**config.mk**
```make
export PLATFORM = sky130hd
export DESIGN_NAME = multi_channel_pulse_timer_top
export DESIGN_NICKNAME = d
export VERILOG_FILES = /design/src/rtl/pmt_pkg.sv /design/src/rtl/multi_channel_pulse_timer_top.sv /design/src/rtl/pmt_front.sv /design/src/rtl/pmt_cmd_fifo.sv /design/src/rtl/pmt_back.sv
export SDC_FILE = /design/constraint.sdc
export NUM_CORES = 1
export LEC_CHECK = 0
export BUFFER_PORTS_ARGS = -buffer_cell sky130_fd_sc_hd__buf_2
export CAP_MARGIN = 30
export CORE_MARGIN = 4
export CORE_UTILIZATION = 45
export DETAILED_ROUTE_END_ITERATION = 10
export GPL_TIMING_DRIVEN = 0
export SETUP_SLACK_MARGIN = 0.5
export SLEW_MARGIN = 0
export SYNTH_ARGS = -nofsm -noshare
export SYNTH_HDL_FRONTEND = slang
export SYNTH_SLANG_ARGS = --single-unit
```
**constraint.sdc**
```tcl
create_clock -name clk -period 11.2 [get_ports clk]
set_input_delay 1.12 -clock clk [delete_from_list [all_inputs] [get_ports clk]]
set_output_delay 1.12 -clock clk [all_outputs]
set_load 0.02 [all_outputs]
```
**src/rtl/pmt_pkg.sv**
```systemverilog
// ----------------------------------------------------------------------------
// pmt_pkg
// shared types and constants of the multi channel pulse timer
// ----------------------------------------------------------------------------
package pmt_pkg;

    localparam int CHANNELS    = 8;
    localparam int CH_IDX_W    = (CHANNELS > 1) ? $clog2(CHANNELS) : 1;
    localparam int MAX_EVENTS  = 8;
    localparam int EV_CNT_W    = $clog2(MAX_EVENTS);
    localparam int TIME_W      = 24;
    localparam int QUEUE_DEPTH = 2;
    localparam int QPTR_W      = $clog2(QUEUE_DEPTH);
    localparam int QCNT_W      = QPTR_W + 1;

    localparam logic [7:0] SUBTICKS_RESET = 8'd5;
    localparam logic [9:0] MS_PER_S       = 10'd1000;
    localparam logic [5:0] S_PER_MIN      = 6'd60;

    // event kinds on the result channel
    localparam logic EV_START = 1'b0;
    localparam logic EV_END   = 1'b1;

    // request function codes
    typedef enum logic [2:0] {
        FUNC_TICK    = 3'd0,
        FUNC_LOAD    = 3'd1,
        FUNC_START   = 3'd2,
        FUNC_STOP    = 3'd3,
        FUNC_RESTART = 3'd4,
        FUNC_SET_DUR = 3'd5
    } func_t;

    // classified commands handed to the execution side
    typedef enum logic [2:0] {
        OP_STEP,
        OP_LOAD,
        OP_START,
        OP_STOP,
        OP_RESTART,
        OP_SET_DUR
    } cmd_op_t;

    typedef struct packed {
        cmd_op_t               op;
        logic [CH_IDX_W-1:0]   ch;
        logic [TIME_W-1:0]     dur;
        logic                  start_now;
        logic                  report_end;
    } cmd_t;

    typedef enum logic [2:0] {
        BK_IDLE,
        BK_EXEC,
        BK_SCAN,
        BK_SCAN_EMIT,
        BK_EMIT_FIRST,
        BK_EMIT_SECOND
    } back_state_t;

endpackage

```
**src/rtl/multi_channel_pulse_timer_top.sv**
```systemverilog
// ----------------------------------------------------------------------------
// multi_channel_pulse_timer_top
// bank of one-shot pulse timers with a shared millisecond prescaler
// ----------------------------------------------------------------------------
//
//   channel  | handshake            | payload
//   ---------+----------------------+-----------------------------------------
//   command  | cmd_valid, cmd_stall | func, channel, duration_*, start_now,
//            |                      | report_end
//   event    | evt_valid, evt_stall | event_kind, event_channel, last
//   config   | cfg_we               | cfg_data (subticks_per_ms)
//
// a command request goes through the front in its accept cycle, waits in a
// two-entry queue, then passes the idle and exec states of the execution fsm
// and an emit state per event; a tick that completes a millisecond scans one
// channel per cycle through the single bank read port, then walks the
// channels again to send the end events, at most one per cycle while the
// event output is not stalled; rst_n clears all timers, the prescaler and
// the queue at once; stalls on the event side back up into the queue;
// cmd_stall rises only when the queue is full
// ----------------------------------------------------------------------------
module multi_channel_pulse_timer_top (
    input  logic        clk,
    input  logic        rst_n,
    input  logic        cfg_we,
    input  logic [7:0]  cfg_data,
    input  logic        cmd_valid,
    output logic        cmd_stall,
    input  logic [2:0]  func,
    input  logic [2:0]  channel,
    input  logic [7:0]  duration_minutes,
    input  logic [5:0]  duration_seconds,
    input  logic [9:0]  duration_millis,
    input  logic        start_now,
    input  logic        report_end,
    output logic        evt_valid,
    input  logic        evt_stall,
    output logic        event_kind,
    output logic [2:0]  event_channel,
    output logic        last
);
    import pmt_pkg::*;

    // front to queue
    logic q_push;
    cmd_t q_push_cmd;
    logic q_full;

    // queue to execution side
    logic q_pop;
    cmd_t q_pop_cmd;
    logic q_empty;

    // classification and prescaler: ticks that do not finish a millisecond,
    // unused codes and unknown channels never reach the queue
    pmt_front u_front (
        .clk              (clk),
        .rst_n            (rst_n),
        .cfg_we           (cfg_we),
        .cfg_data         (cfg_data),
        .cmd_valid        (cmd_valid),
        .cmd_stall        (cmd_stall),
        .func             (func),
        .channel          (channel),
        .duration_minutes (duration_minutes),
        .duration_seconds (duration_seconds),
        .duration_millis  (duration_millis),
        .start_now        (start_now),
        .report_end       (report_end),
        .q_push           (q_push),
        .q_cmd            (q_push_cmd),
        .q_full           (q_full)
    );

    // decouples the request side from the event side
    pmt_cmd_fifo u_fifo (
        .clk      (clk),
        .rst_n    (rst_n),
        .push     (q_push),
        .push_cmd (q_push_cmd),
        .full     (q_full),
        .pop      (q_pop),
        .pop_cmd  (q_pop_cmd),
        .empty    (q_empty)
    );

    // channel bank, millisecond scan and event output register
    pmt_back u_back (
        .clk           (clk),
        .rst_n         (rst_n),
        .q_empty       (q_empty),
        .q_cmd         (q_pop_cmd),
        .q_pop         (q_pop),
        .evt_valid     (evt_valid),
        .evt_stall     (evt_stall),
        .event_kind    (event_kind),
        .event_channel (event_channel),
        .last          (last)
    );

endmodule

```
**src/rtl/pmt_front.sv**
```systemverilog
// ----------------------------------------------------------------------------
// pmt_front
// accepts requests, runs the prescaler and queues classified commands
// ----------------------------------------------------------------------------
module pmt_front (
    input  logic              clk,
    input  logic              rst_n,
    input  logic              cfg_we,
    input  logic [7:0]        cfg_data,
    input  logic              cmd_valid,
    output logic              cmd_stall,
    input  logic [2:0]        func,
    input  logic [2:0]        channel,
    input  logic [7:0]        duration_minutes,
    input  logic [5:0]        duration_seconds,
    input  logic [9:0]        duration_millis,
    input  logic              start_now,
    input  logic              report_end,
    output logic              q_push,
    output pmt_pkg::cmd_t     q_cmd,
    input  logic              q_full
);
    import pmt_pkg::*;

    logic [7:0] subticks_reg;
    logic [7:0] prescale_reg;
    logic [7:0] prescale_next;
    logic [7:0] prescale_inc;
    logic       accept;
    logic       ch_ok;
    logic       step_hit;

    assign cmd_stall = q_full;
    assign accept    = cmd_valid && !q_full;

    always_comb
    begin
        prescale_inc     = prescale_reg + 8'd1;
        step_hit         = (prescale_inc == subticks_reg);
        ch_ok            = (32'(channel) < CHANNELS);
        prescale_next    = prescale_reg;
        q_push           = 1'b0;
        q_cmd.op         = OP_STEP;
        q_cmd.ch         = CH_IDX_W'(channel);
        q_cmd.dur        = {duration_minutes, duration_seconds, duration_millis};
        q_cmd.start_now  = start_now;
        q_cmd.report_end = report_end;
        if (accept)
        begin
            unique case (func)
                FUNC_TICK:
                begin
                    // wraps at 256, so a zero register still steps
                    prescale_next = step_hit ? 8'd0 : prescale_inc;
                    q_push        = step_hit;
                end
                FUNC_LOAD:
                begin
                    q_cmd.op = OP_LOAD;
                    q_push   = ch_ok;
                end
                FUNC_START:
                begin
                    q_cmd.op = OP_START;
                    q_push   = ch_ok;
                end
                FUNC_STOP:
                begin
                    q_cmd.op = OP_STOP;
                    q_push   = ch_ok;
                end
                FUNC_RESTART:
                begin
                    q_cmd.op = OP_RESTART;
                    q_push   = ch_ok;
                end
                FUNC_SET_DUR:
                begin
                    q_cmd.op = OP_SET_DUR;
                    q_push   = ch_ok;
                end
                default:
                begin
                    q_push = 1'b0;
                end
            endcase
        end
    end

    always_ff @(posedge clk or negedge rst_n)
    begin
        if (!rst_n)
        begin
            subticks_reg <= SUBTICKS_RESET;
            prescale_reg <= 8'd0;
        end
        else
        begin
            if (cfg_we)
            begin
                subticks_reg <= cfg_data;
            end
            prescale_reg <= prescale_next;
        end
    end

endmodule

```
**src/rtl/pmt_cmd_fifo.sv**
```systemverilog
// ----------------------------------------------------------------------------
// pmt_cmd_fifo
// short command queue between the front and the execution side
// ----------------------------------------------------------------------------
module pmt_cmd_fifo (
    input  logic              clk,
    input  logic              rst_n,
    input  logic              push,
    input  pmt_pkg::cmd_t     push_cmd,
    output logic              full,
    input  logic              pop,
    output pmt_pkg::cmd_t     pop_cmd,
    output logic              empty
);
    import pmt_pkg::*;

    cmd_t              slot_reg [QUEUE_DEPTH];
    logic [QPTR_W-1:0] wr_ptr_reg;
    logic [QPTR_W-1:0] wr_ptr_next;
    logic [QPTR_W-1:0] rd_ptr_reg;
    logic [QPTR_W-1:0] rd_ptr_next;
    logic [QCNT_W-1:0] count_reg;
    logic [QCNT_W-1:0] count_next;
    logic              do_push;
    logic              do_pop;

    assign full    = (count_reg == QCNT_W'(QUEUE_DEPTH));
    assign empty   = (count_reg == '0);
    assign do_push = push && !full;
    assign do_pop  = pop && !empty;
    assign pop_cmd = slot_reg[rd_ptr_reg];

    always_comb
    begin
        wr_ptr_next = wr_ptr_reg;
        rd_ptr_next = rd_ptr_reg;
        count_next  = count_reg;
        if (do_push)
        begin
            wr_ptr_next = (wr_ptr_reg == QPTR_W'(QUEUE_DEPTH - 1)) ? '0 : wr_ptr_reg + 1'b1;
        end
        if (do_pop)
        begin
            rd_ptr_next = (rd_ptr_reg == QPTR_W'(QUEUE_DEPTH - 1)) ? '0 : rd_ptr_reg + 1'b1;
        end
        if (do_push && !do_pop)
        begin
            count_next = count_reg + 1'b1;
        end
        else if (do_pop && !do_push)
        begin
            count_next = count_reg - 1'b1;
        end
    end

    always_ff @(posedge clk)
    begin
        if (do_push)
        begin
            slot_reg[wr_ptr_reg] <= push_cmd;
        end
    end

    always_ff @(posedge clk or negedge rst_n)
    begin
        if (!rst_n)
        begin
            wr_ptr_reg <= '0;
            rd_ptr_reg <= '0;
            count_reg  <= '0;
        end
        else
        begin
            wr_ptr_reg <= wr_ptr_next;
            rd_ptr_reg <= rd_ptr_next;
            count_reg  <= count_next;
        end
    end

endmodule

```
**src/rtl/pmt_back.sv**
```systemverilog
// ----------------------------------------------------------------------------
// pmt_back
// executes commands on the channel bank and sends out events
// ----------------------------------------------------------------------------
module pmt_back (
    input  logic              clk,
    input  logic              rst_n,
    input  logic              q_empty,
    input  pmt_pkg::cmd_t     q_cmd,
    output logic              q_pop,
    output logic              evt_valid,
    input  logic              evt_stall,
    output logic              event_kind,
    output logic [2:0]        event_channel,
    output logic              last
);
    import pmt_pkg::*;

    localparam logic [CH_IDX_W-1:0] LAST_IDX = CH_IDX_W'(CHANNELS - 1);

    back_state_t         state_reg, state_next;
    cmd_t                cmd_reg;
    logic                cmd_load;
    logic [CH_IDX_W-1:0] scan_idx_reg, scan_idx_next;
    logic [CHANNELS-1:0] ends_reg, ends_next;
    logic [CHANNELS-1:0] ends_left;
    logic [EV_CNT_W-1:0] ev_cnt_reg, ev_cnt_next;
    logic                first_kind_reg, first_kind_next;
    logic                two_reg, two_next;

    logic [CHANNELS-1:0] active_reg;
    logic [TIME_W-1:0]   elapsed_reg [CHANNELS];
    logic [TIME_W-1:0]   dur_reg [CHANNELS];

    logic [CH_IDX_W-1:0] rd_idx;
    logic [TIME_W-1:0]   cur_el;
    logic [TIME_W-1:0]   cur_dur;
    logic                cur_act;
    logic [9:0]          ms_inc;
    logic [5:0]          sec_inc;
    logic [7:0]          min_inc;
    logic [TIME_W-1:0]   step_time;

    logic                el_we;
    logic [TIME_W-1:0]   el_wdata;
    logic                dur_we;
    logic                act_we;
    logic                act_wdata;

    logic                out_free;
    logic                evt_load;
    logic                evt_kind_in;
    logic [2:0]          evt_ch_in;
    logic                evt_last_in;
    logic                evt_valid_reg;
    logic                event_kind_reg;
    logic [2:0]          event_channel_reg;
    logic                last_reg;

    assign evt_valid     = evt_valid_reg;
    assign event_kind    = event_kind_reg;
    assign event_channel = event_channel_reg;
    assign last          = last_reg;
    assign out_free      = !evt_valid_reg || !evt_stall;

    // single read port into the channel bank
    assign rd_idx  = (state_reg == BK_SCAN) ? scan_idx_reg : cmd_reg.ch;
    assign cur_el  = elapsed_reg[rd_idx];
    assign cur_dur = dur_reg[rd_idx];
    assign cur_act = active_reg[rd_idx];

    // one millisecond with carry into seconds and minutes
    always_comb
    begin
        ms_inc  = cur_el[9:0] + 10'd1;
        sec_inc = cur_el[15:10];
        min_inc = cur_el[23:16];
        if (ms_inc == MS_PER_S)
        begin
            ms_inc  = 10'd0;
            sec_inc = sec_inc + 6'd1;
            if (sec_inc == S_PER_MIN)
            begin
                sec_inc = 6'd0;
                min_inc = min_inc + 8'd1;
            end
        end
        step_time = {min_inc, sec_inc, ms_inc};
    end

    always_comb
    begin
        state_next      = state_reg;
        q_pop           = 1'b0;
        cmd_load        = 1'b0;
        scan_idx_next   = scan_idx_reg;
        ends_next       = ends_reg;
        ev_cnt_next     = ev_cnt_reg;
        first_kind_next = first_kind_reg;
        two_next        = two_reg;
        el_we           = 1'b0;
        el_wdata        = '0;
        dur_we          = 1'b0;
        act_we          = 1'b0;
        act_wdata       = 1'b0;
        evt_load        = 1'b0;
        evt_kind_in     = EV_START;
        evt_ch_in       = 3'(cmd_reg.ch);
        evt_last_in     = 1'b0;
        ends_left       = ends_reg;
        ends_left[scan_idx_reg] = 1'b0;

        unique case (state_reg)
            BK_IDLE:
            begin
                if (!q_empty)
                begin
                    q_pop      = 1'b1;
                    cmd_load   = 1'b1;
                    state_next = BK_EXEC;
                end
            end
            BK_EXEC:
            begin
                two_next = 1'b0;
                unique case (cmd_reg.op)
                    OP_STEP:
                    begin
                        scan_idx_next = '0;
                        ends_next     = '0;
                        state_next    = BK_SCAN;
                    end
                    OP_LOAD:
                    begin
                        dur_we          = 1'b1;
                        el_we           = 1'b1;
                        act_we          = 1'b1;
                        act_wdata       = cmd_reg.start_now;
                        first_kind_next = EV_START;
                        state_next      = cmd_reg.start_now ? BK_EMIT_FIRST : BK_IDLE;
                    end
                    OP_START:
                    begin
                        el_we           = 1'b1;
                        act_we          = 1'b1;
                        act_wdata       = 1'b1;
                        first_kind_next = EV_START;
                        state_next      = BK_EMIT_FIRST;
                    end
                    OP_STOP:
                    begin
                        el_we           = 1'b1;
                        act_we          = 1'b1;
                        act_wdata       = 1'b0;
                        first_kind_next = EV_END;
                        state_next      = cmd_reg.report_end ? BK_EMIT_FIRST : BK_IDLE;
                    end
                    OP_RESTART:
                    begin
                        el_we           = 1'b1;
                        act_we          = 1'b1;
                        act_wdata       = 1'b1;
                        first_kind_next = EV_END;
                        two_next        = 1'b1;
                        state_next      = BK_EMIT_FIRST;
                    end
                    OP_SET_DUR:
                    begin
                        dur_we          = 1'b1;
                        first_kind_next = EV_END;
                        if (cur_act)
                        begin
                            el_we      = 1'b1;
                            act_we     = 1'b1;
                            act_wdata  = 1'b0;
                            state_next = BK_EMIT_FIRST;
                        end
                        else
                        begin
                            state_next = BK_IDLE;
                        end
                    end
                    default:
                    begin
                        state_next = BK_IDLE;
                    end
                endcase
            end
            BK_SCAN:
            begin
                if (cur_act)
                begin
                    el_we = 1'b1;
                    if (step_time == cur_dur)
                    begin
                        el_wdata                = '0;
                        act_we                  = 1'b1;
                        act_wdata               = 1'b0;
                        ends_next[scan_idx_reg] = 1'b1;
                    end
                    else
                    begin
                        el_wdata = step_time;
                    end
                end
                if (scan_idx_reg == LAST_IDX)
                begin
                    scan_idx_next = '0;
                    ev_cnt_next   = '0;
                    state_next    = BK_SCAN_EMIT;
                end
                else
                begin
                    scan_idx_next = scan_idx_reg + 1'b1;
                end
            end
            BK_SCAN_EMIT:
            begin
                if (ends_reg == '0)
                begin
                    state_next = BK_IDLE;
                end
                else if (ends_reg[scan_idx_reg])
                begin
                    if (out_free)
                    begin
                        evt_load    = 1'b1;
                        evt_kind_in = EV_END;
                        evt_ch_in   = 3'(scan_idx_reg);
                        // end of list, or event cap reached
                        evt_last_in = (ends_left == '0)
                                   || (ev_cnt_reg == EV_CNT_W'(MAX_EVENTS - 1));
                        ev_cnt_next = ev_cnt_reg + 1'b1;
                        if (evt_last_in)
                        begin
                            ends_next  = '0;
                            state_next = BK_IDLE;
                        end
                        else
                        begin
                            ends_next     = ends_left;
                            scan_idx_next = scan_idx_reg + 1'b1;
                        end
                    end
                end
                else
                begin
                    scan_idx_next = scan_idx_reg + 1'b1;
                end
            end
            BK_EMIT_FIRST:
            begin
                if (out_free)
                begin
                    evt_load    = 1'b1;
                    evt_kind_in = first_kind_reg;
                    evt_last_in = !two_reg;
                    state_next  = two_reg ? BK_EMIT_SECOND : BK_IDLE;
                end
            end
            BK_EMIT_SECOND:
            begin
                if (out_free)
                begin
                    evt_load    = 1'b1;
                    evt_kind_in = EV_START;
                    evt_last_in = 1'b1;
                    state_next  = BK_IDLE;
                end
            end
            default:
            begin
                state_next = BK_IDLE;
            end
        endcase
    end

    always_ff @(posedge clk or negedge rst_n)
    begin
        if (!rst_n)
        begin
            state_reg      <= BK_IDLE;
            scan_idx_reg   <= '0;
            ends_reg       <= '0;
            ev_cnt_reg     <= '0;
            first_kind_reg <= EV_START;
            two_reg        <= 1'b0;
            active_reg     <= '0;
            evt_valid_reg  <= 1'b0;
            for (int i = 0; i < CHANNELS; i++)
            begin
                elapsed_reg[i] <= '0;
                dur_reg[i]     <= '0;
            end
        end
        else
        begin
            state_reg      <= state_next;
            scan_idx_reg   <= scan_idx_next;
            ends_reg       <= ends_next;
            ev_cnt_reg     <= ev_cnt_next;
            first_kind_reg <= first_kind_next;
            two_reg        <= two_next;
            if (el_we)
            begin
                elapsed_reg[rd_idx] <= el_wdata;
            end
            if (dur_we)
            begin
                dur_reg[rd_idx] <= cmd_reg.dur;
            end
            if (act_we)
            begin
                active_reg[rd_idx] <= act_wdata;
            end
            if (evt_load)
            begin
                evt_valid_reg <= 1'b1;
            end
            else if (!evt_stall)
            begin
                evt_valid_reg <= 1'b0;
            end
        end
    end

    always_ff @(posedge clk)
    begin
        if (cmd_load)
        begin
            cmd_reg <= q_cmd;
        end
        if (evt_load)
        begin
            event_kind_reg    <= evt_kind_in;
            event_channel_reg <= evt_ch_in;
            last_reg          <= evt_last_in;
        end
    end

endmodule

```
[Yosys cells after proc, flatten, opt, wreduce, memory -nomap -nowiden]
Memories as Yosys holds them, arrays and structs flattened. A register that Yosys moved wholly into a read port is not among the register bits.
Index checks and enable logic that the tools add are counted.
Storage, ports and cells
  bits in read-only memories: 0
  memories kept: 1
  latch bits: 0
  RAM bits: 64
  register bits: 437
Operators by class
  muxes and demuxes: 104
  reductions and logical operators: 40
  multipliers: 0
  equal/unequal tests: 38
  div/mod/pow operators: 0
  shift operators: 0
  bitwise gates (word level): 4
  add/sub/neg operators: 10
  magnitude comparators: 6
Memory list
  u_fifo.slot_reg: words 2, bits a word 32, rd ports 1, clocked after memory_dff 1, wr ports 1, RTL line pmt_cmd_fifo.sv:17  | cmd_t slot_reg [QUEUE_DEPTH];
Operators with widths (count)
  192-bit bitwise mux: 2
  24-bit two-way mux: 8
  24-bit binary-select mux with 3-bit select: 2
  3-bit two-way mux: 28
  8-bit two-way mux: 10
  24-bit demux with 3-bit select: 1
  3-bit one-hot mux with 5 select lines: 2
  1-bit two-way mux: 28
  24-bit equality test: 1
  3-bit equality test, second input constant: 8
  8-bit one-hot mux with 3 select lines: 1
  3-bit by 2-bit equality test with 1-bit output, second input constant: 6
  3-bit one-hot mux with 6 select lines: 1
  8-bit by 1-bit adder with 8-bit output, second input constant: 2
  8-bit zero test: 2
  1-bit one-hot mux with 2 select lines: 8
  7-bit AND reduction: 2
  6-bit two-way mux: 2
  2-bit by 1-bit != test with 1-bit output, second input constant: 6
  10-bit by 1-bit adder with 10-bit output, second input constant: 1
  10-bit equality test, second input constant: 1
  10-bit two-way mux: 1
  2-bit != test, second input constant: 5
  5-bit AND reduction: 2
  other kinds (39): 72

[Logic depth before layout (Yosys ltp)]
Gate-level depths: netlist of run 1.
  word-level depth: 15
  mapped depth: 25

[Hierarchy]
From an unflattened synthesis of run 1, not the netlist that was laid out.
Unflattened totals
  cells, all modules: 2270
  area, all modules: 26170.1 um2
By module, submodules not included
  pmt_back: area each 22267.6 um2, instances 1, seq. area each 11421.0 um2, cells an instance 2021
  pmt_cmd_fifo: area each 2658.8 um2, instances 1, seq. area each 2021.9 um2, cells an instance 119
  pmt_front: area each 1243.7 um2, instances 1, seq. area each 402.9 um2, cells an instance 130

[Worst setup path before layout of run 1]
No wires, ideal clock.
  kind: register to register
  start point: register u_back.state_reg[2]
  end point: register u_back.active_reg[0]
  buffers on the path: 6
  cell stages (with the launch flop): 24
  setup slack: 5555 ps
  arrival: 5492 ps
  data required time: 11046 ps
  setup time: 154 ps
  cells stage by stage: dfrtp_1 > or3b_1 > clkbuf_1 > buf_6 > buf_6 > a21oi_4 > mux2i_1 > o221a_2 > inv_1 > ha_1 > inv_1 > nor4_2 > nand2_1 > and4bb_2 > nor2_1 > nor4_1 > xor2_1 > xor2_1 > or4_4 > nor4_4 > buf_6 > buf_6 > buf_6 > o31ai_1
Between the ends
  word-level cells in the longest chain between the ends: 14
  elaborated cells on any way between the ends: 35
RTL lines
  start, declared: RTL line pmt_back.sv:21  | back_state_t state_reg, state_next;
  start signal, assigned: RTL line pmt_back.sv:298  | state_reg <= state_next;
  3-bit by 2-bit equality test with 1-bit output: RTL line pmt_back.sv:67, pmt_back.sv:113
  3-bit two-way mux: RTL line pmt_back.sv:67  | assign rd_idx = (state_reg == BK_SCAN) ? scan_idx_reg : cmd_reg.ch;
  3-bit inverter with 4-bit output (not written as such): RTL line pmt_back.sv:68, pmt_back.sv:69
  24-bit binary-select mux with 3-bit select: RTL line pmt_back.sv:68  | assign cur_el = elapsed_reg[rd_idx];
  24-bit two-way mux (not written as such) (2 in series): RTL line pmt_back.sv:68
  6-bit by 1-bit adder with 6-bit output: RTL line pmt_back.sv:81  | sec_inc = sec_inc + 6'd1;
  6-bit equality test: RTL line pmt_back.sv:82  | if (sec_inc == S_PER_MIN)
  6-bit two-way mux or 8-bit two-way mux (tied branches): RTL line pmt_back.sv:82
  6-bit two-way mux or 8-bit two-way mux (tied branches): RTL line pmt_back.sv:78  | if (ms_inc == MS_PER_S)
  24-bit equality test: RTL line pmt_back.sv:194  | if (step_time == cur_dur)
  1-bit two-way mux: RTL line pmt_back.sv:194
  1-bit two-way mux: RTL line pmt_back.sv:191  | if (cur_act)
  1-bit one-hot mux with 2 select lines: RTL line pmt_back.sv:113  | unique case (state_reg)
  end signal, assigned by index: RTL line pmt_back.sv:314  | active_reg[rd_idx] <= act_wdata;
  end, declared: RTL line pmt_back.sv:31  | logic [CHANNELS-1:0] active_reg;
Several ways; a longest one is shown, not always the timed one. The select of a mux whose other input is x is not followed.
A chain may end at the register's enable or synchronous reset.

[Worst setup path after layout of run 1]
  start point: register u_back.cmd_reg[28] (netlist name)
  end point: register u_back.elapsed_reg[190] in the netlist's numbering
Between the ends
  word-level cells in the longest chain between the ends: 14
  elaborated cells on any way between the ends: 33
RTL lines
  3-bit two-way mux (*): RTL line pmt_back.sv:67
  3-bit inverter with 4-bit output (not written as such): RTL line pmt_back.sv:68, pmt_back.sv:69, pmt_back.sv:306
  24-bit binary-select mux with 3-bit select: RTL line pmt_back.sv:68
  24-bit two-way mux (not written as such) (2 in series): RTL line pmt_back.sv:68
  6-bit by 1-bit adder with 6-bit output: RTL line pmt_back.sv:81
  6-bit equality test: RTL line pmt_back.sv:82
  6-bit two-way mux or 8-bit two-way mux (tied branches): RTL line pmt_back.sv:82
  6-bit two-way mux or 8-bit two-way mux (tied branches): RTL line pmt_back.sv:78
  24-bit equality test: RTL line pmt_back.sv:194
  24-bit two-way mux: RTL line pmt_back.sv:194
  24-bit two-way mux: RTL line pmt_back.sv:191
  24-bit two-way mux: RTL line pmt_back.sv:113
  192-bit bitwise mux: RTL line pmt_back.sv:306  | elapsed_reg[rd_idx] <= el_wdata;
  end signal, assigned by index: RTL line pmt_back.sv:306
  end, declared: RTL line pmt_back.sv:32  | logic [TIME_W-1:0] elapsed_reg [CHANNELS];
Every way passes the cells marked *; elsewhere a longest branch is shown, timed or not. The select of a mux whose other input is x is not followed.

==> reports/metrics.cfg, run 1 <==
[clocking]
cts-resized-gates=0
path_clk_slew_ns=0.06
cts.sinks=533
hold_buffers=0
htreeDepth=2
clk_path_buf_depth=3
cts-root-buf=clkbuf_16
cts_setup_buffers=0
cts_tree=built
numCtsBuffers=57
insertion_delay_ns=0.64

[yosys]
synth_cell_types=91
synthFlopType=dfrtp_1
syn-num-nets=2461
synth_edf_count=101
yosysTopAreaCell=dfrtp_1
ys_async_sr_fraction_pct=81.05
synth_area_leaders=dfrtp_1 42%, edfxtp_1 12%, mux2_2 11%
yosysSeqAreaShare_pct=53.69
yosysWarnings=0
synth_top_area_share_pct=41.72
synth_area_per_cell_um2=10.71
synth_area_mm2=0.02579
netlist_instances=2407
ys_seq_elements=533

[sta]
fin_skew_ns=0.02635
slew_violations=0
period_needed_ns=8.487
timing.final.crit_share_pct=75.78
fin_ws_ns=2.713
worstMarginPinSlew_ns=1.077
setup_viol=0
fmaxAchievable_mhz=117.8
hold_viol_final=0
maxSlewHeadroom_pct=26.33
rsz0062_at_grt=no
holdWs_ns=0.4767
final.setup.tns_ns=0

[global_route]
grt_use_total_pct=28.73
grt_pass1_wl_um=131600
grt-ovfl-total=0
grt_antenna_before_repair=0
grt_pass1_vias=20356
grt_max_degree=121

[placement]
dp_slack_ns=2.895
hpwl_um=61630
port-buffer-count=50
gp_congestion=0.9812

[floorplan]
pin_count=52
fp.dieW_um=247.4
die_y_um=247.4
core_area_mm2=0.05660
die-area_mm2=0.06120
initial_core_util_pct=45.56
rows=87

[detailed_routing]
routed-via-count=20611
wirelength_um=88230
drt.antenna.violating_nets=0
top_layer_used=met4
firstDrtPassIters=6
dr_wl_met3_um=7873
drcViolationCount=0
vias_per_cell=6.164
dr_wl_met2_um=39680
initialDrtViolationCount=2180
met1Wirelength_um=35720
routedWlPerCell_um=26.39

[min_path]
hp-class=in -> async

[pwr]
powerDensity_mw_per_mm2=295.6
clkPwrFrac_pct=23.1
sequentialPowerShare_pct=34.5
cell_internal_pwr_mw=5.051
total_power_mw=8.655
p_switching_mw=3.604
vdd_ir_drop_max_mv=0.1566
power_frac_comb_pct=42.4
leakage_nw=12.28
sw_frac_of_total_pct=41.64

[finish]
syn2layout_area_growth_pct=13.55
final_common_cell=nand2_1
final_cell_mix=451 x nand2_1, 430 x dfrtp_1, 259 x mux2_2
drive_above_1_share_pct=19.37
final_nets=2593
nFillCells=5099

[status]
outcome=completed

[job]
drv_cap=0

[setup_path]
crit_arrival_ns=8.97
cp-end-kind=flip-flop
critPathKind=reg -> reg
cp_max_fo=10
required_ns=11.68
start_kind=flip-flop

## final timing paths
| kind | from | to | slack [ns] | cells after the start |
|---|---|---|---|---|
| min in group clk | u_back.elapsed_reg[111] | u_back.elapsed_reg[111] | 0.48 | 2 |
| min | rst_n | u_back.scan_idx_reg[2] | 0.48 | 1 |
| max | u_back.cmd_reg[28] | u_back.elapsed_reg[190] | 2.71 | 22 |
| max in group asynchronous | rst_n | u_back.dur_reg[112] | 9.53 | 2 |
| max reg2reg | u_back.cmd_reg[28] | u_back.elapsed_reg[190] | 2.71 | 22 |
| min reg2reg | u_back.elapsed_reg[111] | u_back.elapsed_reg[111] | 0.48 | 2 |
## power groups by stage
stage	logic [mW]	clock network (mW)	registers, mW
floorplan	2.28	0	2.88
global placement	3.47	0	2.98
detailed placement	3.58	0	3.01
CTS	3.60	2.03	2.98
global route	3.89	2.11	3.05
finish	3.67	2.00	2.99
## critical path, cell delays in order (launching register included)
cell	delay [ns]
edfxtp_1	0.33
clkbuf_1	0.46
clkbuf_1	0.53
clkbuf_1	0.61
nand2_1	0.18
mux2i_1	0.59
buf_4	0.28
a32oi_1	0.08
o221a_2	0.22
inv_1	0.13
ha_1	0.20
inv_1	0.06
nor4_2	0.55
nand2_1	0.22
and4bb_2	0.39
o22a_2	0.27
nand4_1	0.13
xor2_1	0.79
o2111ai_1	0.23
or4_4	0.59
nor4_4	0.59
clkbuf_1	0.66
o21ai_0	0.21
## kinds of logic after synthesis
| group | count (synthesis) | share of synthesized area [%] |
|---|---|---|
| AO/OA/AOI/OAI | 543 | 13.72 |
| AND/OR/NAND/NOR | 757 | 13.30 |
| flip-flops | 533 | 53.69 |
| buffers and inverters | 200 | 3.192 |
| adder cells (fa/ha/maj) | 9 | 0.4366 |
| multiplexers | 321 | 14.17 |
| XOR/XNOR | 44 | 1.494 |
## stage by stage
step	utilization, %	cell area (µm²)	cells
after floorplan	-	25790	2407
after global placement	47.67	26990	3213
after detailed placement	48.18	27270	3235
after CTS	51.72	29270	3342
after global routing	51.73	29280	3343
final	51.73	29280	3344
## cell usage after synthesis, types with 24 or more instances
master / count
inv_1: 39
a21oi_1: 36
dfrtp_1: 430
o22ai_1: 120
clkbuf_1: 116
mux2_2: 259
nand3_1: 53
o21ai_0: 175
nor3_1: 25
nand2_1: 451
o31ai_1: 69
edfxtp_1: 101
xnor2_1: 24
mux2i_1: 52
nor2_1: 94
## routing by layer
metal | track usage (%) | vias to the layer above
met2 | 44.59 | 990
met1 | 38.33 | 10345
met4 | 14.52 | 0
met3 | 6.115 | 262
li1 | - | 9014
met5 | 0 | -
## area by class of cell
cell class | count | area [µm²] | share of cell area [%]
clock inverter | 23 | 319.1 | 1.090
tap | 756 | 945.9 | 3.230
antenna | 1 | 2.502 | 0.008546
clock buffer | 84 | 1680 | 5.738
multi-input combinational | 1674 | 11140 | 38.04
buffer | 161 | 676.9 | 2.312
inverter | 39 | 146.4 | 0.4999
sequential | 533 | 13850 | 47.28
timing repair buffer | 73 | 528.0 | 1.803
Power figures use the tool's default switching activity.
==> run 2: changes to the inputs <==
==> constraint.sdc (replaced) <==
create_clock -name clk -period 8 [get_ports clk]
set_input_delay 0.8 -clock clk [delete_from_list [all_inputs] [get_ports clk]]
set_output_delay 0.8 -clock clk [all_outputs]
set_load 0.02 [all_outputs]
==> reports/metrics.cfg, run 2 (same netlist as run 1, synthesis figures left out) <==
[floorplan]
die_y_um=247.4  ; unchanged
die-area_mm2=0.06120  ; unchanged
fp.dieW_um=247.4  ; unchanged
rows=87  ; unchanged
pin_count=52  ; unchanged
initial_core_util_pct=45.56  ; unchanged
core_area_mm2=0.05660  ; unchanged

[detailed_routing]
initialDrtViolationCount=2243  ; was 2,180
drcViolationCount=0  ; unchanged
drt.antenna.violating_nets=0  ; unchanged
firstDrtPassIters=6  ; unchanged
routed-via-count=20624  ; was 20,611
routedWlPerCell_um=26.40  ; was 26.39 µm
vias_per_cell=6.164  ; about the same
wirelength_um=88320  ; was 88,230 µm

[finish]
syn2layout_area_growth_pct=13.91  ; was 13.55%
drive_above_1_share_pct=20.47  ; was 19.37%
final_cell_mix=451 x nand2_1, 430 x dfrtp_1, 259 x mux2_2  ; unchanged
final_common_cell=nand2_1  ; unchanged
final_nets=2595  ; was 2,593

[placement]
hpwl_um=61630  ; unchanged
gp_congestion=0.9812  ; unchanged
port-buffer-count=50  ; unchanged

[global_route]
grt_use_total_pct=28.75  ; was 28.73%
grt_max_degree=121  ; unchanged
grt_pass1_vias=20358  ; was 20,356
grt_pass1_wl_um=131600  ; about the same
grt-ovfl-total=0  ; unchanged
grt_antenna_before_repair=1  ; was 0

[clocking]
cts-root-buf=clkbuf_16  ; unchanged
clk_path_buf_depth=3  ; unchanged
numCtsBuffers=57  ; unchanged
path_clk_slew_ns=0.06  ; about the same
insertion_delay_ns=0.64  ; about the same
cts.sinks=533  ; unchanged
cts_tree=built  ; unchanged
htreeDepth=2  ; unchanged

[pwr]
vdd_ir_drop_max_mv=0.2187  ; was 0.1566 mV
leakage_nw=12.36  ; was 12.28 nW
powerDensity_mw_per_mm2=413.4  ; was 295.6 mW/mm²
total_power_mw=12.14  ; was 8.655 mW

[min_path]
hp-class=in -> async  ; unchanged

[sta]
period_needed_ns=7.154  ; was 8.487 ns
hold_viol_final=0  ; unchanged
holdWs_ns=0.1649  ; was 0.4767 ns
rsz0062_at_grt=no  ; unchanged
maxSlewHeadroom_pct=26.57  ; was 26.33%
setup_viol=0  ; unchanged
fin_skew_ns=0.03015  ; was 0.02635 ns
worstMarginPinSlew_ns=1.074  ; was 1.077 ns
slew_violations=0  ; unchanged
fmaxAchievable_mhz=139.8  ; was 117.8 MHz
timing.final.crit_share_pct=89.42  ; was 75.78%

[job]
drv_cap=0  ; unchanged

[setup_path]
critPathKind=reg -> reg  ; unchanged
cp-end-kind=flip-flop  ; unchanged
start_kind=flip-flop  ; unchanged
cp_max_fo=10  ; unchanged
crit_arrival_ns=7.64  ; was 8.97 ns
required_ns=8.48  ; was 11.68 ns

[status]
outcome=completed  ; unchanged

## run 2: cell types whose count changed in the layout (fill, tap and decap cells not counted), sizes merged
cell           before  now
clkbuf            200  201
clkdlybuf4s15       1    2
## run 2: path summary, 6_finish.rpt
check | end | slack (ns) | cells past startpoint | start
max | u_back.elapsed_reg[46] | 0.85 | 21 | u_back.cmd_reg[27]
min | u_back.scan_idx_reg[2] | 0.16 | 1 | rst_n
max reg2reg | u_back.elapsed_reg[46] | 0.85 | 21 | u_back.cmd_reg[27]
min reg2reg | u_back.elapsed_reg[111] | 0.48 | 2 | u_back.elapsed_reg[111]
max in group asynchronous | u_back.dur_reg[112] | 6.62 | 2 | rst_n
min in group clk | u_fifo.slot_reg[1][6] | 0.35 | 1 | duration_millis[4]
## run 2: worst max-delay path, cell delays in order, from the launching register on
cell      delay, ns
edfxtp_1       0.62
clkbuf_1       0.46
nor3b_1        0.13
mux2i_2        0.47
clkbuf_2       0.45
clkbuf_2       0.48
clkbuf_1       0.66
clkbuf_1       0.55
buf_6          0.25
o22ai_1        0.10
a221oi_1       0.31
nand2_1        0.14
nand2_1        0.11
nand2b_1       0.06
a211oi_1       0.43
buf_2          0.28
or2_2          0.13
clkbuf_1       0.28
nand2_1        0.22
clkbuf_1       0.52
nand2_1        0.22
o21ai_0        0.11
## run 2: metal layers
metal / global-route usage, % / share of wire (%) / vias up
met5: 0 / 0.015 / -
met4: 14.47 / 5.5 / 2
met3: 6.223 / 8.7 / 260
met2: 44.52 / 45 / 958
met1: 38.39 / 41 / 10387
li1: - / - / 9017
## run 2: report_power, final
part           internal (mW)  switching, mW  total (mW)
combinational           1.80           3.36        5.16
sequential              3.64          0.542        4.18
clock                   1.66           1.15        2.80
total                   7.09           5.05        12.1
## run 2: layout make-up
type / instances / area [µm²]
multi-input cells: 1674 / 11180
plain buffers: 161 / 710.7
repair buffers: 75 / 543.0
inverters: 39 / 146.4
well taps: 756 / 945.9
clock buffers: 84 / 1680
diodes: 1 / 2.502
fillers: 5103 / 27230
flip-flops and latches: 533 / 13850
clock inverters: 23 / 319.1
## run 2: stage by stage
stage	setup TNS [ns]	setup WS [ns]	util (%)	instances	cell area, µm²
CTS	0	0.5004	51.78	3342	29310
global route	0	0.5225	51.90	3345	29380
finish	0	0.8463	51.90	3346	29380
floorplan	0	2.355	-	2407	25790
global placement	-1108.20	-2.527	47.67	3213	26990
detailed placement	-26.92	-0.3055	48.18	3235	27270
## run 2: repair_timing
item | 4_1_cts | 5_1_grt
endpoints found under the setup margin | 208 | 208
pin swaps | 0 | 1
hold buffers | 0 | 0
endpoints found under the hold margin | 0 | 0
gates resized for setup | 16 | 26
setup buffers | 0 | 2
==> run 3: changes to the inputs <==
--- a/config.mk
+++ b/config.mk
@@ -15,4 +15,5 @@
 export SLEW_MARGIN = 0
 export SYNTH_ARGS = -nofsm -noshare
 export SYNTH_HDL_FRONTEND = slang
+export SYNTH_HIERARCHICAL = 1
 export SYNTH_SLANG_ARGS = --single-unit
==> reports/metrics.cfg, run 3 <==
[yosys]
synth_top_family_by_area=compound AO/OA/AOI/OAI gates  ; was multiplexers
ys_async_sr_fraction_pct=81.05  ; unchanged
synthFlopType=dfrtp_1  ; unchanged
yosysSeqAreaShare_pct=52.91  ; was 53.69%
synth_cell_types=92  ; was 91
yosys.area_share.simple_pct=10.68  ; was 13.30%
synth_area_per_cell_um2=11.53  ; was 10.71 µm²
synth-compound-area-share_pct=16.49  ; was 13.72%
ys_seq_elements=533  ; unchanged
yosysWarnings=6  ; was 0
yosysMostFrequentCell=dfrtp_1  ; was nand2_1
netlist_instances=2270  ; was 2,407
yosysTopAreaCell=dfrtp_1  ; unchanged
syn-num-nets=2324  ; was 2,461
synthTopCellsByCount=430 x dfrtp_1, 225 x mux2_2, 209 x nand2_1  ; was 451 x nand2_1, 430 x dfrtp_1, 259 x mux2_2
synth_xor_area_share_pct=1.406  ; was 1.494%
synth_top_area_share_pct=41.12  ; was 41.72%
synth_edf_count=101  ; unchanged
synth_fa_ha_area_share_pct=0.4303  ; was 0.4366%
synth_area_leaders=dfrtp_1 41%, edfxtp_1 12%, mux2_2 9.7%  ; was dfrtp_1 42%, edfxtp_1 12%, mux2_2 11%
synthMuxAreaShare_pct=14.01  ; was 14.17%
synth_area_mm2=0.02617  ; was 0.02579 mm²

[finish]
n_antenna_cell=0  ; was 1
nFillCells=5041  ; was 5,103
drive_above_1_share_pct=22.87  ; was 20.47%
stdcell_area_mm2=0.02976  ; was 0.02938 mm²
stdcell_count=3200  ; was 3,346
final_nets=2439  ; was 2,595
final_cell_mix=430 x dfrtp_1, 225 x mux2_2, 209 x nand2_1  ; was 451 x nand2_1, 430 x dfrtp_1, 259 x mux2_2
syn2layout_area_growth_pct=13.71  ; was 13.91%
multiInputGateArea_mm2=0.01140  ; was 0.01118 mm²
final_common_cell=dfrtp_1  ; was nand2_1
seq_area_mm2=0.01385  ; unchanged

[sta]
hold_viol_final=0  ; unchanged
setup_viol=0  ; unchanged
slew_violations=0  ; unchanged
worstMarginPinSlew_ns=1.039  ; was 1.074 ns
timing.final.crit_share_pct=91.80  ; was 89.42%
fin_skew_ns=0.03540  ; was 0.03015 ns
rsz0062_at_grt=no  ; unchanged
maxSlewHeadroom_pct=30.23  ; was 26.57%
fin_ws_ns=0.6562  ; was 0.8463 ns
fmaxAchievable_mhz=136.2  ; was 139.8 MHz
period_needed_ns=7.344  ; was 7.154 ns
holdWs_ns=0.1184  ; was 0.1649 ns

[floorplan]
rows=88  ; was 87
core_area_mm2=0.05759  ; was 0.05660 mm²
initial_core_util_pct=45.45  ; was 45.56%
die_y_um=249.2  ; was 247.4 µm
fp.dieW_um=249.2  ; was 247.4 µm
die-area_mm2=0.06208  ; was 0.06120 mm²
pin_count=52  ; unchanged

[placement]
gp_congestion=0.9525  ; was 0.9812
place_area_mm2=0.02754  ; was 0.02727 mm²
port-buffer-count=21  ; was 50
dp_slack_ns=-0.6425  ; was -0.3055 ns
hpwl_um=61360  ; was 61,630 µm
place_inst=3083  ; was 3,235

[global_route]
grt-ovfl-total=0  ; unchanged
grt_pass1_wl_um=130000  ; was 131,600 µm
grt_max_degree=105  ; was 121
grt_antenna_before_repair=0  ; was 1
grt_use_total_pct=27.22  ; was 28.75%
grt_pass1_vias=20214  ; was 20,358

[pwr]
powerDensity_mw_per_mm2=436.1  ; was 413.4 mW/mm²
vdd_ir_drop_max_mv=0.2313  ; was 0.2187 mV
leakage_nw=12.70  ; was 12.36 nW

[detailed_routing]
initialDrtViolationCount=2174  ; was 2,243
firstDrtPassIters=6  ; unchanged
drcViolationCount=0  ; unchanged
vias_per_cell=6.368  ; was 6.164
wirelength_um=86890  ; was 88,320 µm
routedWlPerCell_um=27.15  ; was 26.40 µm
drt.antenna.violating_nets=0  ; unchanged
routed-via-count=20379  ; was 20,624

[clocking]
clk_path_buf_depth=3  ; unchanged
cts_tree=built  ; unchanged
cts.sinks=533  ; unchanged
hold_buffers=0  ; unchanged
insertion_delay_ns=0.64  ; about the same
path_clk_slew_ns=0.06  ; about the same
htreeDepth=2  ; unchanged
numCtsBuffers=58  ; was 57
cts-root-buf=clkbuf_16  ; unchanged

[setup_path]
required_ns=8.46  ; was 8.48 ns
cp-end-kind=flip-flop  ; unchanged
start_kind=flip-flop  ; unchanged
crit_arrival_ns=7.80  ; was 7.64 ns
critPathKind=reg -> reg  ; unchanged
cp_max_fo=10  ; unchanged

[min_path]
hp-class=in -> async  ; unchanged

[job]
drv_cap=0  ; unchanged

[status]
outcome=completed  ; unchanged

run 3: final timing paths:
check                           slack, ns              startpoint  depth (start not counted)                       to
worst max-delay path                 0.66  u_back/scan_idx_reg[2]                         22  u_back/elapsed_reg[189]
min in group clk                     0.35      duration_millis[0]                          1    u_fifo/slot_reg[1][2]
worst max register to register       0.66  u_back/scan_idx_reg[2]                         22  u_back/elapsed_reg[189]
worst min register to register       0.48  u_back/elapsed_reg[81]                          2   u_back/elapsed_reg[81]
max in group asynchronous            6.41                   rst_n                          3       u_back/dur_reg[97]
worst min-delay path                 0.12                   rst_n                          1     u_back/ev_cnt_reg[0]
run 3: power breakdown:
part | total, mW | switching (mW) | internal (mW)
registers | 4.08 | 0.524 | 3.55
logic | 6.18 | 4.00 | 2.18
clock network | 2.72 | 1.14 | 1.58
total | 13.0 | 5.66 | 7.32
run 3: timing repair:
| action | in CTS | in global routing |
|---|---|---|
| setup buffers | 3 | 4 |
| resized for setup | 19 | 52 |
| pin swaps | 1 | 1 |
| setup endpoints to repair | 208 | 175 |
| hold endpoints to repair | 0 | 0 |
run 3: per-stage QoR:
stage	utilization, %	setup TNS, ns	power (mW)
final	51.68	0	12.98
after global routing	51.68	0	13.60
after global placement	47.29	-1177.15	9.828
after CTS	51.41	0	12.84
after detailed placement	47.82	-75.44	10.03
after floorplan	-	0	7.798
run 3: logic make-up after synthesis:
logic type               Yosys count
AO/OA/AOI/OAI                    597
XOR/XNOR                          42
adder cells (fa/ha/maj)            9
buffers and inverters            226
flip-flops                       533
multiplexers                     316
AND/OR/NAND/NOR                  547
run 3: metal layers:
layer,vias up,wire (µm),global-route usage [%]
li1,8803,-,-
met3,215,6386,4.061
met2,928,40250,43.30
met4,0,3560,10.74
met5,-,0,0
met1,10433,36700,37.89
run 3: area by class of cell:
| type | count | area share (%) |
|---|---|---|
| buffer | 188 | 3.313 |
| clock buffer | 86 | 5.878 |
| clock inverter | 24 | 0.7610 |
| inverter | 38 | 0.4793 |
| multi-input combinational | 1511 | 38.32 |
| sequential | 533 | 46.53 |
| tap | 765 | 3.216 |
| timing repair buffer | 55 | 1.505 |
run 3: worst max-delay path, stage by stage (launching register included):
cell and delay (ns):
dfrtp_1 0.40, buf_2 0.27, nor4bb_2 0.63, a21o_1 0.48, nand3_1 0.34, nand3_1 0.26
clkbuf_1 0.50, ha_1 0.32, inv_1 0.10, a2111o_1 0.45, or3_1 0.40, o21ai_0 0.23
nand3b_1 0.10, a22o_1 0.23, or4_1 0.56, or4b_1 0.60, nor4_4 0.22, buf_6 0.24
nor3_1 0.08, clkbuf_4 0.29, buf_2 0.27, nand2_1 0.10, o21ai_0 0.09
